## src/hdl/tbc_pkg.sv

```systemverilog
// ----------------------------------------------------------------------------
// tbc_pkg: shared types and constants for the barycentric coordinate block
// Widths of the front and divider stages are derived here from the coordinate and
// fraction widths.
// ----------------------------------------------------------------------------
`default_nettype none

package tbc_pkg;

  localparam int IN_W       = 12;
  localparam int COORD_BITS = 12;
  localparam int FRAC_BITS  = 16;
  localparam int W_W        = 24;

  localparam int EB = COORD_BITS + 1;
  localparam int PB = 2 * EB;
  localparam int DB = PB + 2;
  localparam int DP = 2 * DB;
  localparam int MB = DP + 1;
  localparam int UB = MB - 1;
  localparam int IB = 2 * EB + 2;
  localparam int QB = IB + FRAC_BITS;

  typedef logic [2:0][IN_W-1:0] tbc_vec_t;

  typedef struct packed {
    tbc_vec_t c;
    tbc_vec_t b;
    tbc_vec_t a;
    tbc_vec_t p;
  } tbc_coords_t;

  typedef struct packed {
    logic          degen;
    logic          neg_v;
    logic          neg_w;
    logic [UB-1:0] ud;
    logic [UB-1:0] unv;
    logic [UB-1:0] unw;
  } tbc_item_t;

  typedef struct packed {
    logic           sat;
    logic           degen;
    logic [W_W-1:0] w;
    logic [W_W-1:0] v;
    logic [W_W-1:0] u;
  } tbc_result_t;

endpackage

`default_nettype wire

```

## src/hdl/tbc_queue.sv

```systemverilog
// ----------------------------------------------------------------------------
// tbc_queue: two-entry queue between the front and back pipelines
// Lets either side stall on its own without losing a beat.
// ----------------------------------------------------------------------------
`default_nettype none

module tbc_queue import tbc_pkg::*; (
  input  wire logic      clk_i,
  input  wire logic      rst_ni,
  input  wire logic      push_i,
  input  wire tbc_item_t item_i,
  output logic           ready_o,
  input  wire logic      pop_i,
  output logic           valid_o,
  output tbc_item_t      item_o
);

  tbc_item_t  mem_q [2];
  logic       wr_ptr_q, rd_ptr_q;
  logic [1:0] cnt_q, cnt_d;

  assign ready_o = (cnt_q != 2'd2);
  assign valid_o = (cnt_q != 2'd0);
  assign item_o  = mem_q[rd_ptr_q];

  always_comb begin
    cnt_d = cnt_q;
    if (push_i && !pop_i) begin
      cnt_d = cnt_q + 2'd1;
    end else if (!push_i && pop_i) begin
      cnt_d = cnt_q - 2'd1;
    end
  end

  always_ff @(posedge clk_i or negedge rst_ni) begin
    if (!rst_ni) begin
      wr_ptr_q <= 1'b0;
      rd_ptr_q <= 1'b0;
      cnt_q    <= 2'd0;
    end else begin
      cnt_q <= cnt_d;
      if (push_i) begin
        wr_ptr_q <= !wr_ptr_q;
      end
      if (pop_i) begin
        rd_ptr_q <= !rd_ptr_q;
      end
    end
  end

  always_ff @(posedge clk_i) begin
    if (push_i) begin
      mem_q[wr_ptr_q] <= item_i;
    end
  end

endmodule

`default_nettype wire

```

## config.mk

```make
export PLATFORM = sky130hd
export DESIGN_NAME = tbc_queue
export DESIGN_NICKNAME = d
export VERILOG_FILES = /design/src/hdl/tbc_pkg.sv /design/src/hdl/tbc_queue.sv
export SDC_FILE = /design/constraint.sdc
export NUM_CORES = 1
export LEC_CHECK = 0
export ABC_CLOCK_PERIOD_IN_PS = 12100
export BUFFER_PORTS_ARGS = -buffer_cell sky130_fd_sc_hd__buf_2
export CORE_MARGIN = 4
export CORE_UTILIZATION = 49
export DETAILED_ROUTE_END_ITERATION = 10
export PLACE_DENSITY_LB_ADDON = 0.1
export SLEW_MARGIN = 20
export SYNTH_ARGS = -nofsm -noshare
export SYNTH_HDL_FRONTEND = slang
export SYNTH_SLANG_ARGS = --single-unit
```

## constraint.sdc

```tcl
create_clock -name clk_i -period 12.1 [get_ports clk_i]
set_input_delay 0.605 -clock clk_i [delete_from_list [all_inputs] [get_ports clk_i]]
set_output_delay 0.605 -clock clk_i [all_outputs]
set_load 0.05 [all_outputs]
```

==> flow_summary.json, run 1 <==
{
  "grt.total_usage_pct": 16.9,
  "grt_pass1_vias": 6883,
  "power_density_nw_per_um2": 282,
  "leakage_nw": 6.27,
  "dr_total_vias": 6415,
  "min_period_ns": 3.54,
  "cts_tree": "built",
  "p_switching_mw": 1.80,
  "multi_input_area_um2": 2320,
  "drt_iter0_drc": 342,
  "num_rows": 58,
  "yosysTopAreaCellShare_pct": 80.0,
  "antenna_found_initial": 8,
  "required_ns": 11.49,
  "syn2layout_area_growth_pct": 24.8,
  "fin_crit_sh_pct": 29.3,
  "path_cells": "buf_4 -> mux2_2 -> buf_2",
  "die_h_um": 170,
  "via_per_inst": 5.01,
  "fill_cells": 1817,
  "clock_latency_ns": 0.49,
  "p_int_mw": 2.73,
  "wire_per_inst_um": 20.0,
  "place_ws_ns": 8.78,
  "clkPwrFrac_pct": 22.3,
  "grt_max_degree": 86,
  "startpoint_type": "flip-flop",
  "slew_violations": 0,
  "outcome": "complete, no violations",
  "postSynthAreaPerCell_um2": 23.4,
  "dr.pass1.iters": 4,
  "fp.dieArea_um2": 28900,
  "worst_slack_ns": 8.56,
  "synth_cell_types": 15,
  "wl_mm": 25.6,
  "drv_cap": 0,
  "crit_fanout": 64,
  "synth-seq-cells": 346,
  "cp-end-kind": "output pin",
  "synthTopCellsByArea": "edfxtp_1 (80%), mux2_4 (9.4%), mux2_2 (8.0%), buf_6 (0.88%), dfrtp_1 (0.78%)",
  "fp.dieW_um": 170,
  "postCtsSetupBuffers": 0,
  "finalSetupViolCount": 0,
  "yosysSeqAreaShare_pct": 80.7,
  "seq_area_um2": 10400,
  "yosys_warnings": 0,
  "antenna_left": 0,
  "syn_area_um2": 12800,
  "remaining_drc_errors": 0,
  "core_area_um2": 25500,
  "cts_sinks": 346,
  "ir_drop_mv": 0.186,
  "max_stage_delay_ns": 1.01,
  "finalHoldViolCount": 0,
  "hold_buffers": 1,
  "rsz0062_at_grt": "false",
  "gp_congestion": 0.761,
  "hpwl_mm": 17.8,
  "drive_above_1_share_pct": 60.8,
  "final_nets": 1097,
  "fmax_mhz": 282,
  "fin_cells": 1281,
  "p_comb_share_pct": 40.5,
  "slew_headroom_pct": 33.9,
  "ctsResizeCount": 0,
  "critPathTopFamily": "flip-flops",
  "grt_first_pass_wirelength_mm": 37.6,
  "grt-ovfl-total": 0,
  "path_class": "reg2out",
  "fin_setup_tns_ns": 0,
  "slowest_stage": "dfrtp_4",
  "clockBufferDepth": 3,
  "timing.critical_path.buf_inv": 2,
  "clockRootBuffer": "clkbuf_16",
  "hold_ws_ns": 0.297,
  "switching_share_pct": 39.8,
  "dp.cells": 1212,
  "io_buffers": 347,
  "syn_inst": 548,
  "start_util_pct": 50.4,
  "hold_path_class": "in2reg",
  "numCtsBuffers": 36,
  "yosysTopAreaCell": "edfxtp_1",
  "clk_pin_slew_ns": 0.06,
  "worst_pin_slew_ns": 0.991,
  "synth.net_count": 724,
  "ioPinCount": 348,
  "power_frac_seq_pct": 37.2,
  "crit_arrival_ns": 2.94,
  "cts_htree_levels": 2,
  "skew_ns": 0.00691
}
routing by layer:
metal / GRT usage [%] / part of all wire, % / wire [um] / up-vias
met2: 29.2 / 51 / 13100 / 252
met1: 19.4 / 37 / 9450 / 3164
met4: 5.59 / 2.4 / 619 / 6
li1: - / - / - / 2946
met5: 0 / 0.19 / 48 / -
met3: 6.46 / 9.3 / 2390 / 47
power by group through the flow:
| stage | sequential, mW | clock [mW] | combinational, mW |
|---|---|---|---|
| floorplan | 1.71 | 0 | 1.53 |
| detailed placement | 1.72 | 0 | 1.85 |
| global placement | 1.70 | 0 | 1.83 |
| global route | 1.71 | 1.09 | 1.91 |
| CTS | 1.69 | 1.04 | 1.86 |
| finish | 1.69 | 1.01 | 1.83 |
worst reg2reg max path: cells and delay by family, from the launching register on:
kind	cells	cell delay, ns
flip-flops	1	0.43
buffers and inverters	1	0.82
AND/OR/NAND/NOR	1	0.42
per-stage QoR:
stage / util [%] / total power [mW] / area, um2
2_1_floorplan: - / 3.24 / 12800
3_3_place_gp: 58.4 / 3.53 / 14900
3_5_place_dp: 58.5 / 3.57 / 14900
4_1_cts: 62.8 / 4.58 / 16000
5_1_grt: 62.9 / 4.71 / 16000
6_report: 62.9 / 4.53 / 16000
flip-flops by register name, indices dropped and copies added, names as in the netlist:
signal / cells
cnt_q: 2
mem_q: 342
rd_ptr_q: 1
wr_ptr_q: 1
cell usage after synthesis:
cell type / count
nor2b_1: 1
mux2_2: 91
ha_1: 1
edfxtp_1: 342
buf_2: 9
xnor2_1: 1
dfrtp_1: 4
buf_6: 10
or2_2: 1
inv_1: 1
xor2_1: 4
mux2_4: 80
nor2_1: 1
and2_1: 1
nand2b_1: 1
cells by family after synthesis:
kind of cell               synth area share (%)
xor gates and xnor gates                  0.341
adders and majority gates                0.0974
buffers and inverters                      1.26
DFF                                        80.7
muxes                                      17.3
and+or+nand+nor                           0.224
cells in the final DEF (no fill, tap or decap), drive strengths merged, types with 2 or more instances in the layout:
cell type / count
dfrtp: 4
edfxtp: 342
mux2: 171
clkbuf: 42
buf: 353
clkinv: 18
xor2: 4
diode: 6
bufinv: 2
cell type report:
| cell class | instances | share of cell area [%] |
|---|---|---|
| sequential | 346 | 64.7 |
| multi-input combinational | 182 | 14.5 |
| timing repair buffer | 354 | 11.4 |
| clock buffer | 42 | 5.89 |
| tap | 330 | 2.58 |
| clock inverter | 20 | 0.859 |
| antenna | 6 | 0.0937 |
| inverter | 1 | 0.0234 |
path summary, 6_finish.rpt:
check | start | to | slack [ns] | cells past startpoint
worst min register to register | cnt_q[1]$_DFFE_PN0P_ | cnt_q[1]$_DFFE_PN0P_ | 0.51 | 1
min in group asynchronous | rst_ni | wr_ptr_q$_DFFE_PN0P_ | 0.45 | 2
max in group asynchronous | rst_ni | rd_ptr_q$_DFFE_PN0P_ | 11.51 | 2
worst max register to register | wr_ptr_q$_DFFE_PN0P_ | mem_q[0][143]$_DFFE_PP_ | 9.96 | 2
worst min-delay path | item_i[28] | mem_q[0][28]$_DFFE_PP_ | 0.30 | 1
worst max-delay path | rd_ptr_q$_DFFE_PN0P_ | item_o[168] | 8.56 | 3
No activity file was read; power rests on OpenSTA's default activity.
==> run 2, diff against run 1 <==
- ABC_AREA: unset -> 1
- ABC_CLOCK_PERIOD_IN_PS: 12100 -> 3250
- CORE_UTILIZATION: 49 -> 47
- clock period: 12.1 -> 3.25 ns (I/O delays scaled with it)
==> flow_summary.json, run 2 <==
{
  "slew_violations": 0,
  "gp_congestion": 0.807,
  "syn2layout_area_growth_pct": 39.0,
  "clk_pin_slew_ns": 0.06,
  "fin_crit_sh_pct": 79.6,
  "grt-ovfl-total": 0,
  "io_buffers": 347,
  "hold_path_depth": 2,
  "grt.total_usage_pct": 17.8,
  "r2r_start": "wr_ptr_q$_DFFE_PN0P_",
  "fill_cells": 1820,
  "min_period_ns": 2.59,
  "rr_worst_depth": 3,
  "synth_edf_count": 342,
  "ir_drop_mv": 0.658,
  "grt_pass1_vias": 7789,
  "outcome": "complete, no violations",
  "min_to": "mem_q[0][36]$_DFFE_PP_",
  "reg_top3": "mem_q: 342 flops, cnt_q: 2 flops",
  "placed_area_um2": 15000,
  "final_util_pct": 66.3,
  "layout_commonest_cell": "buf_2",
  "via_per_inst": 4.87,
  "syn_inst": 557,
  "path_class": "reg2out",
  "numCtsBuffers": 37,
  "hpwl_mm": 17.9,
  "yosysTopAreaCell": "edfxtp_1",
  "postCtsSetupBuffers": 0,
  "hp-start": "item_i[36]",
  "hold_buffers": 175,
  "leakage_nw": 7.04,
  "yosysTopAreaCellShare_pct": 79.9,
  "clockRootBuffer": "clkbuf_16",
  "cp-end-kind": "output pin",
  "rrSetupSlack_ns": 1.22,
  "finalPower_mw": 17.2,
  "clock_latency_ns": 0.50,
  "slew_headroom_pct": 45.2,
  "postSynthAreaPerCell_um2": 23.1,
  "fp.dieArea_um2": 30100,
  "required_ns": 3.09,
  "finalHoldViolCount": 0,
  "drv_cap": 0,
  "core_area_um2": 27000,
  "power_density_nw_per_um2": 960,
  "hold_path_class": "in2reg",
  "drt_iter0_drc": 359,
  "final_nets": 1284,
  "async_reset_ff_share_pct": 1.16,
  "wl_mm": 27.7,
  "synth-seq-cells": 346,
  "skew_ns": 0.0139,
  "wire_per_inst_um": 18.8,
  "layout_common_cells": "buf_2 (347), edfxtp_1 (342), dlygate4sd3_1 (175)",
  "synth_cell_types": 14,
  "num_rows": 60,
  "clockBufferDepth": 3,
  "regMostFlops": "mem_q",
  "synth.net_count": 733,
  "rsz0062_at_grt": "false",
  "yosys_warnings": 0,
  "cts_htree_levels": 2,
  "finalSetupViolCount": 0,
  "ys.flop_type": "edfxtp_1",
  "cts_sinks": 346,
  "antenna_left": 0,
  "ctsResizeCount": 0,
  "synthTopCellsByArea": "edfxtp_1 (80%), mux2_4 (9.3%), mux2_2 (8.0%), buf_6 (0.88%), dfrtp_1 (0.78%)",
  "ioPinCount": 348,
  "die_h_um": 173,
  "dr_total_vias": 7185,
  "worst_pin_slew_ns": 0.820,
  "crit_arrival_ns": 2.42,
  "fmax_mhz": 386,
  "fp.dieW_um": 173,
  "syn_area_um2": 12900,
  "cts_tree": "built",
  "startpoint_type": "flip-flop",
  "yosysSeqAreaShare_pct": 80.6,
  "grt_max_degree": 90,
  "drive_above_1_share_pct": 51.2,
  "final_area_um2": 17900,
  "grt_first_pass_wirelength_mm": 42.5,
  "antenna_found_initial": 0,
  "ys_top_cells_by_count": "edfxtp_1 (342), mux2_2 (91), mux2_4 (80)",
  "crit-reg2reg-capture": "mem_q[1][129]$_DFFE_PP_",
  "yosys.cell_count.top_type": "edfxtp_1",
  "num_antenna_cells": 0,
  "dr.pass1.iters": 4,
  "crit_fanout": 35,
  "start_util_pct": 47.7,
  "remaining_drc_errors": 0,
  "largest_reg_flops": 342
}
[run 2: cell count changes in the layout (fill, tap and decap cells not counted), sizes merged, moves of 2 or more]
cell	previous run	this run
xor2	4	2
clkinvlp	0	3
inv	1	7
clkinv	18	10
clkbuf	42	50
buf	353	356
diode	6	0
dlygate4sd3	1	175
nand2	0	7
[run 2: area by class of cell]
class,count,area (um2),share of cell area (%)
Timing Repair Buffer,531,3630,20.3
Tap cell,341,427,2.39
Inverter,7,30.0,0.168
Clock inverter,14,101,0.567
Sequential cell,346,10400,58.0
Clock buffer,50,995,5.57
Multi-Input combinational cell,185,2320,13.0
[run 2: per-layer routing]
metal  vias to the layer above  track usage, %  share of wire (%)
li1                       3304               -                  -
met1                      3482            22.2                 39
met2                       339            30.3                 50
met3                        60            4.89                8.2
met4                         0            6.09                2.8
met5                         -               0                  0
[run 2: worst max-delay path, cell delays in order (launching register included)]
cell and delay (ns):
dfrtp_4 0.78, buf_4 0.50, mux2_2 0.40, buf_2 0.21
[run 2: cell families after synthesis]
| family | count (synthesis) | share of synthesized area, % |
|---|---|---|
| and+or+nand+nor | 10 | 0.321 |
| DFF | 346 | 80.6 |
| buffers and inverters | 26 | 1.43 |
| adders and majority gates | 1 | 0.0973 |
| xor gates and xnor gates | 3 | 0.204 |
| muxes | 171 | 17.3 |
[run 2: report_power, final]
group	internal (mW)	leakage (nW)	switching (mW)
clock network	2.23	0.534	1.58
logic	2.17	3.25	4.96
registers	5.92	3.26	0.298
total	10.3	7.04	6.85
[run 2: metrics by stage]
stage               hold slack (ns)  std cells  setup TNS, ns  setup slack, ns
floorplan                    -0.133        557         -52.57           -0.177
global route                  0.369       1474              0            0.543
finish                        0.375       1474              0            0.663
detailed placement          -0.0258       1235              0             1.16
CTS                           0.353       1474              0            0.604
global placement            -0.0296       1235              0             1.24
[run 2: worst max-delay path by stage]
stage,from,endpoint,slack (ns)
after floorplan,wr_ptr_q$_DFFE_PN0P_,mem_q[1][0]$_DFFE_PP_,-0.18
after global placement,rd_ptr_q$_DFFE_PN0P_,item_o[61],1.24
after detailed placement,rd_ptr_q$_DFFE_PN0P_,item_o[62],1.16
after CTS,rd_ptr_q$_DFFE_PN0P_,item_o[62],0.60
after global routing,rd_ptr_q$_DFFE_PN0P_,item_o[7],0.54
final,rd_ptr_q$_DFFE_PN0P_,item_o[62],0.66
==> run 3, diff against run 2 <==
- ABC_CLOCK_PERIOD_IN_PS: 3250 -> 2700
- CORE_UTILIZATION: 47 -> 49
- clock period: 3.25 -> 2.7 ns (I/O delays scaled with it)
==> flow_summary.json, run 3 (synthesis gave the netlist of run 2 again) <==
{
  "crit_fanout": 103,
  "layout_common_cells": "buf_2 (347), edfxtp_1 (342), dlygate4sd3_1 (175)",
  "largest_reg_flops": 342,
  "path_cells": "buf_12 -> mux2_2 -> buf_2",
  "wl_mm": 27.4,
  "cts_tree": "built",
  "fmax_mhz": 432,
  "grt_pass1_vias": 7793,
  "rsz0062_at_grt": "false",
  "clock_latency_ns": 0.49,
  "dr.pass1.iters": 5,
  "core_area_um2": 25900,
  "remaining_drc_errors": 0,
  "hpwl_mm": 17.1,
  "power_density_nw_per_um2": 1150,
  "outcome": "complete, no violations",
  "min_period_ns": 2.31,
  "slew_headroom_pct": 52.9,
  "grt.total_usage_pct": 18.3,
  "cts_sinks": 346,
  "finalHoldViolCount": 0,
  "clockBufferDepth": 3,
  "timing.critical_path.buf_inv": 2,
  "slew_violations": 0,
  "layout_commonest_cell": "buf_2",
  "fin_crit_sh_pct": 85.6,
  "worst_pin_slew_ns": 0.706,
  "cts_htree_levels": 2,
  "final_nets": 1280,
  "die_h_um": 170,
  "place_ws_ns": 0.958,
  "fp.dieW_um": 170,
  "clockRootBuffer": "clkbuf_16",
  "antenna_left": 0,
  "fp.dieArea_um2": 28900,
  "wire_per_inst_um": 18.7,
  "drv_cap": 0,
  "crit_arrival_ns": 2.18,
  "cp-end-kind": "output pin",
  "syn2layout_area_growth_pct": 38.5,
  "start_util_pct": 49.6,
  "io_buffers": 347,
  "ctsResizeCount": 0,
  "grt_max_degree": 104,
  "slowest_stage": "dfrtp_4",
  "leakage_nw": 7.01,
  "startpoint_type": "flip-flop",
  "clk_pin_slew_ns": 0.05,
  "numCtsBuffers": 36,
  "max_stage_delay_ns": 0.44,
  "worst_slack_ns": 0.388,
  "num_rows": 59,
  "grt_first_pass_wirelength_mm": 41.5,
  "ir_drop_mv": 0.805,
  "finalPower_mw": 20.5,
  "regMostFlops": "mem_q",
  "dr_total_vias": 7161,
  "grt-ovfl-total": 0,
  "critPathTopFamily": "buffers and inverters",
  "reg_top3": "mem_q: 342 flops, cnt_q: 2 flops",
  "antenna_found_initial": 0,
  "gp_congestion": 0.771,
  "skew_ns": 0.0116,
  "drive_above_1_share_pct": 50.9,
  "finalSetupViolCount": 0,
  "drt_iter0_drc": 518,
  "ioPinCount": 348,
  "hold_path_class": "in2reg",
  "required_ns": 2.57,
  "via_per_inst": 4.89,
  "path_class": "reg2out"
}
-- run 3: cell types whose count changed in the layout (fill, tap and decap cells not counted) --
cell,before,now
inv_8,1,0
diode_2,0,1
clkbuf_1,11,12
inv_6,0,1
clkinv_2,6,7
clkbuf_8,2,0
buf_4,3,0
clkinvlp_4,3,2
-- run 3: per-layer routing --
layer	up-vias	part of all wire [%]	GRT usage, %
met1	3491	38	21.9
met5	-	0	0
met4	0	3.4	6.56
li1	3309	-	-
met3	57	8.1	5.16
met2	304	51	32.0
-- run 3: layout make-up --
cell class	instances	area, um2
flip-flops and latches	346	10400
repair buffers	528	3610
diodes	1	2.50
fillers	1682	8090
well taps	335	419
clock inverters	14	96.3
inverters	7	30.0
clock buffers	49	971
multi-input cells	185	2320
-- run 3: repair_timing --
action,in CTS,in global routing
setup endpoints to repair,0,0
hold endpoints to repair,348,0
hold buffers,175,0
buffers inserted,0,0
-- run 3: worst register-to-register path: stages (launching register included) --
cell	delay (ns)
dfrtp_1	0.43
nand2_2	0.09
clkinvlp_4	0.11
buf_12	0.39
-- run 3: final timing paths --
check / endpoint / slack (ns) / cells past startpoint / start
worst max-delay path: item_o[23] / 0.39 / 3 / rd_ptr_q$_DFFE_PN0P_
worst min-delay path: mem_q[0][53]$_DFFE_PP_ / 0.36 / 2 / item_i[53]
worst max register to register: mem_q[1][138]$_DFFE_PP_ / 1.17 / 3 / wr_ptr_q$_DFFE_PN0P_
worst min register to register: cnt_q[0]$_DFFE_PN0P_ / 0.51 / 1 / cnt_q[0]$_DFFE_PN0P_
max in group asynchronous: rd_ptr_q$_DFFE_PN0P_ / 1.94 / 3 / rst_ni
min in group asynchronous: cnt_q[1]$_DFFE_PN0P_ / 0.56 / 3 / rst_ni
-- run 3: per-stage QoR --
step	cells	hold slack (ns)	cell area (um2)	TNS (ns)	utilization, %
6_report	1465	0.364	17800	0	68.8
3_3_place_gp	1226	-0.0561	15000	0	57.9
3_5_place_dp	1226	-0.0504	15000	0	57.9
4_1_cts	1464	0.340	17800	0	68.8
2_1_floorplan	557	-0.161	12900	-240.67	-
5_1_grt	1464	0.343	17800	0	68.8
-- run 3: where the power goes --
part / internal, mW / switching (mW) / total, mW
combinational: 2.60 / 6.07 / 8.67
clock: 2.62 / 1.87 / 4.49
sequential: 7.13 / 0.249 / 7.38
